`config.mk`:
```
export PLATFORM = sky130hd
export DESIGN_NAME = sst_ctrl
export DESIGN_NICKNAME = d
export VERILOG_FILES = /design/src/design/sst_pkg.sv /design/src/design/sst_ctrl.sv
export SDC_FILE = /design/constraint.sdc
export NUM_CORES = 1
export LEC_CHECK = 0
export BUFFER_PORTS_ARGS = -buffer_cell sky130_fd_sc_hd__buf_2
export CAP_MARGIN = 25
export CORE_AREA = 2 2 39 41
export CTS_BUF_LIST = sky130_fd_sc_hd__clkbuf_8
export CTS_CLUSTER_DIAMETER = 40
export DETAILED_ROUTE_END_ITERATION = 8
export DIE_AREA = 0 0 41 43
export SYNTH_ARGS = -nofsm -noshare
export SYNTH_HDL_FRONTEND = slang
export SYNTH_SLANG_ARGS = --single-unit
```
`constraint.sdc`:
```
create_clock -name clock -period 1 [get_ports clock]
set_input_delay 0.05 -clock clock [delete_from_list [all_inputs] [get_ports clock]]
set_output_delay 0.05 -clock clock [all_outputs]
set_load 0.005 [all_outputs]
```
`src/design/sst_pkg.sv`:
```
// shared types, constants and op codes of the scoped symbol table
`default_nettype none
package sst_pkg;
   localparam int MAX_ENTRIES = 64;
   localparam int NAME_CHARS  = 8;
   localparam int MAX_NEST    = 16;
   localparam int IDX_W   = $clog2(MAX_ENTRIES);
   localparam int CNT_W   = $clog2(MAX_ENTRIES + 1);
   localparam int NIDX_W  = $clog2(MAX_NEST);
   localparam int NCNT_W  = $clog2(MAX_NEST + 1);
   localparam int INFO_W  = 27;
   localparam int NEST_W  = 2 * CNT_W + 16;

   localparam logic [3:0] OP_INIT   = 4'd0;
   localparam logic [3:0] OP_CLEAR  = 4'd1;
   localparam logic [3:0] OP_LOOKUP = 4'd2;
   localparam logic [3:0] OP_AUTO   = 4'd3;
   localparam logic [3:0] OP_PARAM  = 4'd4;
   localparam logic [3:0] OP_STATIC = 4'd5;
   localparam logic [3:0] OP_REG    = 4'd6;
   localparam logic [3:0] OP_GLOBAL = 4'd7;
   localparam logic [3:0] OP_ENTER  = 4'd8;
   localparam logic [3:0] OP_EXIT   = 4'd9;

   localparam logic [2:0] ST_OK        = 3'd0;
   localparam logic [2:0] ST_NOT_FOUND = 3'd1;
   localparam logic [2:0] ST_DUPLICATE = 3'd2;
   localparam logic [2:0] ST_FULL      = 3'd3;
   localparam logic [2:0] ST_NEST_OVER = 3'd4;
   localparam logic [2:0] ST_NEST_UNDER = 3'd5;

   localparam logic [1:0] CLS_AUTO   = 2'd0;
   localparam logic [1:0] CLS_STATIC = 2'd1;
   localparam logic [1:0] CLS_REG    = 2'd2;
   localparam logic [1:0] CLS_EXTERN = 2'd3;

   localparam logic CSR_AUTO_START  = 1'b0;
   localparam logic CSR_PARAM_START = 1'b1;

   typedef struct packed {
      logic [3:0]  op;
      logic [63:0] sym_name;
      logic [7:0]  sym_type;
      logic [14:0] size;
      logic [14:0] label;
      logic [3:0]  reg_number;
      logic        global_static;
   } req_type;

   typedef struct packed {
      logic [2:0]         status;
      logic [1:0]         found_class;
      logic [7:0]         found_type;
      logic signed [15:0] found_offset;
      logic               found_static;
      logic signed [15:0] frame_low;
      logic signed [15:0] param_total;
   } rsp_type;

   // controller to datapath
   typedef struct packed {
      logic load;       // capture request, normalize name
      logic scan_start; // set scan pointer
      logic scan_step;  // compare one entry, step pointer
      logic exec;       // apply the op
      logic nest_rd;    // start nest read
   } cmd_type;

   // datapath to controller
   typedef struct packed {
      logic scan_done;
      logic hit;
   } stat_type;

   function automatic logic [63:0] norm_name(input logic [63:0] raw);
      logic [63:0] kept;
      logic        run;
      kept = '0;
      run  = 1'b1;
      for (int k = 0; k < NAME_CHARS; k++) begin
         if (raw[8*k +: 8] == 8'd0) run = 1'b0;
         if (run) kept[8*k +: 8] = raw[8*k +: 8];
      end
      return kept;
   endfunction
endpackage
`default_nettype wire

```
`src/design/sst_ctrl.sv`:
```
// controller state machine of the scoped symbol table
`default_nettype none
module sst_ctrl (
   input  wire logic             clock,
   input  wire logic             reset,
   input  wire logic             req_valid,
   output logic                  req_ready,
   output logic                  rsp_valid,
   input  wire logic             rsp_ready,
   input  wire logic [3:0]       op_ff,
   input  wire sst_pkg::stat_type stat,
   output sst_pkg::cmd_type      cmd
);
   import sst_pkg::*;

   localparam logic [2:0] S_IDLE = 3'd0;
   localparam logic [2:0] S_PREP = 3'd1;
   localparam logic [2:0] S_SCAN = 3'd2;
   localparam logic [2:0] S_READ = 3'd3;
   localparam logic [2:0] S_EXEC = 3'd4;
   localparam logic [2:0] S_OUT  = 3'd5;

   logic [2:0] state_ff, state_in;
   logic       is_search;

   assign is_search = (op_ff inside {[OP_LOOKUP:OP_GLOBAL]});
   assign req_ready = (state_ff == S_IDLE);
   assign rsp_valid = (state_ff == S_OUT);

   always_comb begin
      state_in = state_ff;
      cmd = '0;
      case (state_ff)
         S_IDLE: begin
            if (req_valid) begin
               cmd.load = 1'b1;
               state_in = S_PREP;
            end
         end
         S_PREP: begin
            if (is_search) begin
               cmd.scan_start = 1'b1;
               state_in = S_SCAN;
            end else if (op_ff == OP_EXIT) begin
               cmd.nest_rd = 1'b1;
               state_in = S_READ;
            end else begin
               state_in = S_EXEC;
            end
         end
         S_SCAN: begin
            if (stat.scan_done || stat.hit) begin
               state_in = S_READ;
            end else begin
               cmd.scan_step = 1'b1;
            end
         end
         S_READ: state_in = S_EXEC;
         S_EXEC: begin
            cmd.exec = 1'b1;
            state_in = S_OUT;
         end
         S_OUT: begin
            if (rsp_ready) state_in = S_IDLE;
         end
         default: state_in = S_IDLE;
      endcase
   end

   always_ff @(posedge clock) begin
      if (reset) state_ff <= S_IDLE;
      else state_ff <= state_in;
   end
endmodule
`default_nettype wire

```
==> results.yml <==
detailed_routing:
  drtIter0Drc: 0
  wl_met1_um: 337
  antenna_left: 0
  vias_per_cell: 4.68
  dr_total_vias: 342
  drt_wl_total_um: 809
  drt_pre_antenna_iters: 1
  wl_per_cell_um: 11.1
  routed-wl-met3_um: 40
  dr_wl_met2_um: 432
  dr.max_layer_used: "met3"
  drc_errors: 0
cts:
  cts_tree: "built"
  cts_buffer_depth: 2
  clkLatencyLatePin_ns: 0.22
  clock-sinks: 3
  cts_buffers: 3
  clkTransAtPathRegs_ns: 0.03
  clockRootBuffer: "clkbuf_8"
  cts_max_level: 1
  holdBufCountCts: 0
global_routing:
  grt_pass1_vias: 338
  grt_max_degree: 9
  grtUsageTotal: 0.109
  grt_pass1_wl_um: 1290
  antenna_found_initial: 0
  grt_overflow_total: 0
setup_path:
  crit_type: "reg2out"
  arrival_ns: 1.02
  max_stage_delay_ns: 0.36
  slowest_stage: "dfxtp_4"
  reg2regPathDepth: 3
  crit_fanout: 7
  crit_required_ns: 0.95
  crit_path_end_kind: "output pin"
  crit_path_start_kind: "flip-flop"
  crit_path_cell_trace: "nand2b_4 -> nor4_4 -> buf_2"
pwr:
  vdd_drop_max_mv: 0.610
  power.density_mw_per_mm2: 1520
  p_leak_nw: 0.232
worst_hold_path:
  hold_class: "in2reg"
  hold_path_depth: 2
yosys:
  ys_seq_area_frac: 0.220
  yosys_register_bits: 3
  syn-mean-instance-area_sq_um: 8.80
  yosysUniqueCellTypes: 22
  synthCells: 31
  syn_area_sq_um: 273
  ys_warn_count: 0
  synth_nets: 41
layout:
  largest_register_ffs: 3
  drive_above_1_share: 0.754
  antenna_cells: 0
  area_growth_pct: 89.9
  final_core_util: 0.374
  nFillCells: 150
  fin_nets: 68
  regMostFlops: "state_ff"
  multi_input_area_sq_um: 219
  seq_area_sq_um: 71.3
  top_regs: "state_ff (3)"
sta:
  fin_skew_ns: 0.00149
  max_freq_ghz: 0.936
  rsz0062_at_grt: "yes"
  setup-violations-final: 6
  max_slew_margin: 0.797
  finalMaxSlewViolations: 0
  fin_crit_sh: 1.07
  worst_slack_ns: -0.0679
  fin_tns_setup_ns: -0.303
  tightestPinTransition_ns: 0.304
  min_period_ns: 1.07
  timing.final.hold_violations: 0
outcome:
  outcome: "finished with violations"
  violations: "setup timing"
floorplan:
  die_h_um: 43
  rows: 14
  die_w_um: 41
  dieArea_sq_mm: 0.00176
  ios: 17
  coreArea_sq_mm: 0.00138
  start_util: 0.197
placement:
  gp_congestion: 0.725
  io_buffer_count: 16
  hpwl_um: 537
job:
  cap_viol_max_count: 0
-- cells by family (layout without fill, tap and decap cells) --
logic type / count (synthesis) / after routing / share of synthesized area
flops: 3 / 3 / 0.220
simple gates: 16 / 16 / 0.459
compound gates: 8 / 8 / 0.220
buf+inv: 4 / 30 / 0.101
-- timing repair --
| action | CTS | global route |
|---|---|---|
| setup buffers | 2 | 1 |
| endpoints found under the hold margin | 0 | 0 |
| pin swaps | 2 | 4 |
| gates resized for setup | 11 | 8 |
| setup endpoints to repair | 10 | 9 |
-- worst max-delay path, delay by kind of cell (launching register included) --
kind	cells	cell delay [ns]
AND/OR/NAND/NOR	2	0.28
flip-flops	1	0.36
buffers and inverters	1	0.15
-- cells in the mapped netlist --
library cell,n,share of area
a2111o_1,1,0.041
a211oi_1,1,0.028
a21o_2,1,0.032
a21oi_1,2,0.037
and2_1,1,0.023
and4b_1,1,0.037
buf_2,1,0.018
buf_4,1,0.028
buf_6,1,0.041
dfxtp_1,3,0.22
inv_1,1,0.014
nand2_1,1,0.014
nand2b_4,2,0.10
nand3_1,2,0.037
nand4bb_1,1,0.041
nor2_1,1,0.014
nor3_1,5,0.092
nor4_1,1,0.023
nor4_4,1,0.078
o211ai_1,1,0.028
o21bai_1,1,0.028
o31ai_1,1,0.028
-- layout make-up --
| type | count | area share |
|---|---|---|
| multi-input combinational | 24 | 0.423 |
| tap | 16 | 0.0386 |
| clock inverter | 1 | 0.00725 |
| inverter | 1 | 0.00725 |
| clock buffer | 3 | 0.0797 |
| timing repair buffer | 25 | 0.307 |
| sequential | 3 | 0.138 |
-- power breakdown --
group / internal, mW / total [mW] / switching, mW
logic: 0.153 / 0.258 / 0.105
registers: 0.141 / 0.184 / 0.0428
clock network: 0.261 / 0.343 / 0.0819
-- layer usage --
layer / vias to the layer above / global-route usage
met2: 10 / 0.175
met5: - / 0
met1: 159 / 0.122
met3: 0 / 0.0471
li1: 173 / -
met4: 0 / 0.0400
-- path summary, 6_finish.rpt --
path	start	to	slack [ns]
hold reg to reg	state_ff[1]	state_ff[1]	0.64
setup reg to reg	state_ff[2]	state_ff[1]	-0.01
hold / removal	reset	state_ff[2]	0.06
setup / recovery	state_ff[0]	cmd[2]	-0.07
-- metrics by stage --
step / hold slack (ns) / setup WS [ns] / area [sq um] / power [mW] / instances
after global placement: 0.286 / -0.0623 / 394 / 0.373 / 66
after CTS: 0.0498 / -0.0783 / 483 / 0.762 / 72
after floorplan: 0.124 / -0.0507 / 273 / 0.295 / 31
after global routing: 0.0677 / -0.114 / 518 / 0.835 / 73
final: 0.0627 / -0.0679 / 518 / 0.785 / 73
after detailed placement: 0.283 / -0.0701 / 394 / 0.375 / 66
-- cells in the final DEF (no fill, tap or decap) --
cell type	netlist	routed
dfxtp_4	0	3
a21oi_1	2	1
inv_1	1	2
and2_1	1	1
o211ai_1	1	1
a211oi_1	1	1
nor3_2	0	5
a21o_2	1	1
nand2_2	0	1
nand2b_4	2	2
o21bai_1	1	1
a2111o_1	1	1
nor4_4	1	1
nand4bb_1	1	1
o31ai_1	1	1
buf_4	1	6
a21oi_2	0	1
clkbuf_8	0	3
buf_2	1	16
and4b_1	1	1
nor4_1	1	1
nor2_2	0	1
nand3_1	2	2
buf_6	1	3
(Power assumes the default switching activity.)
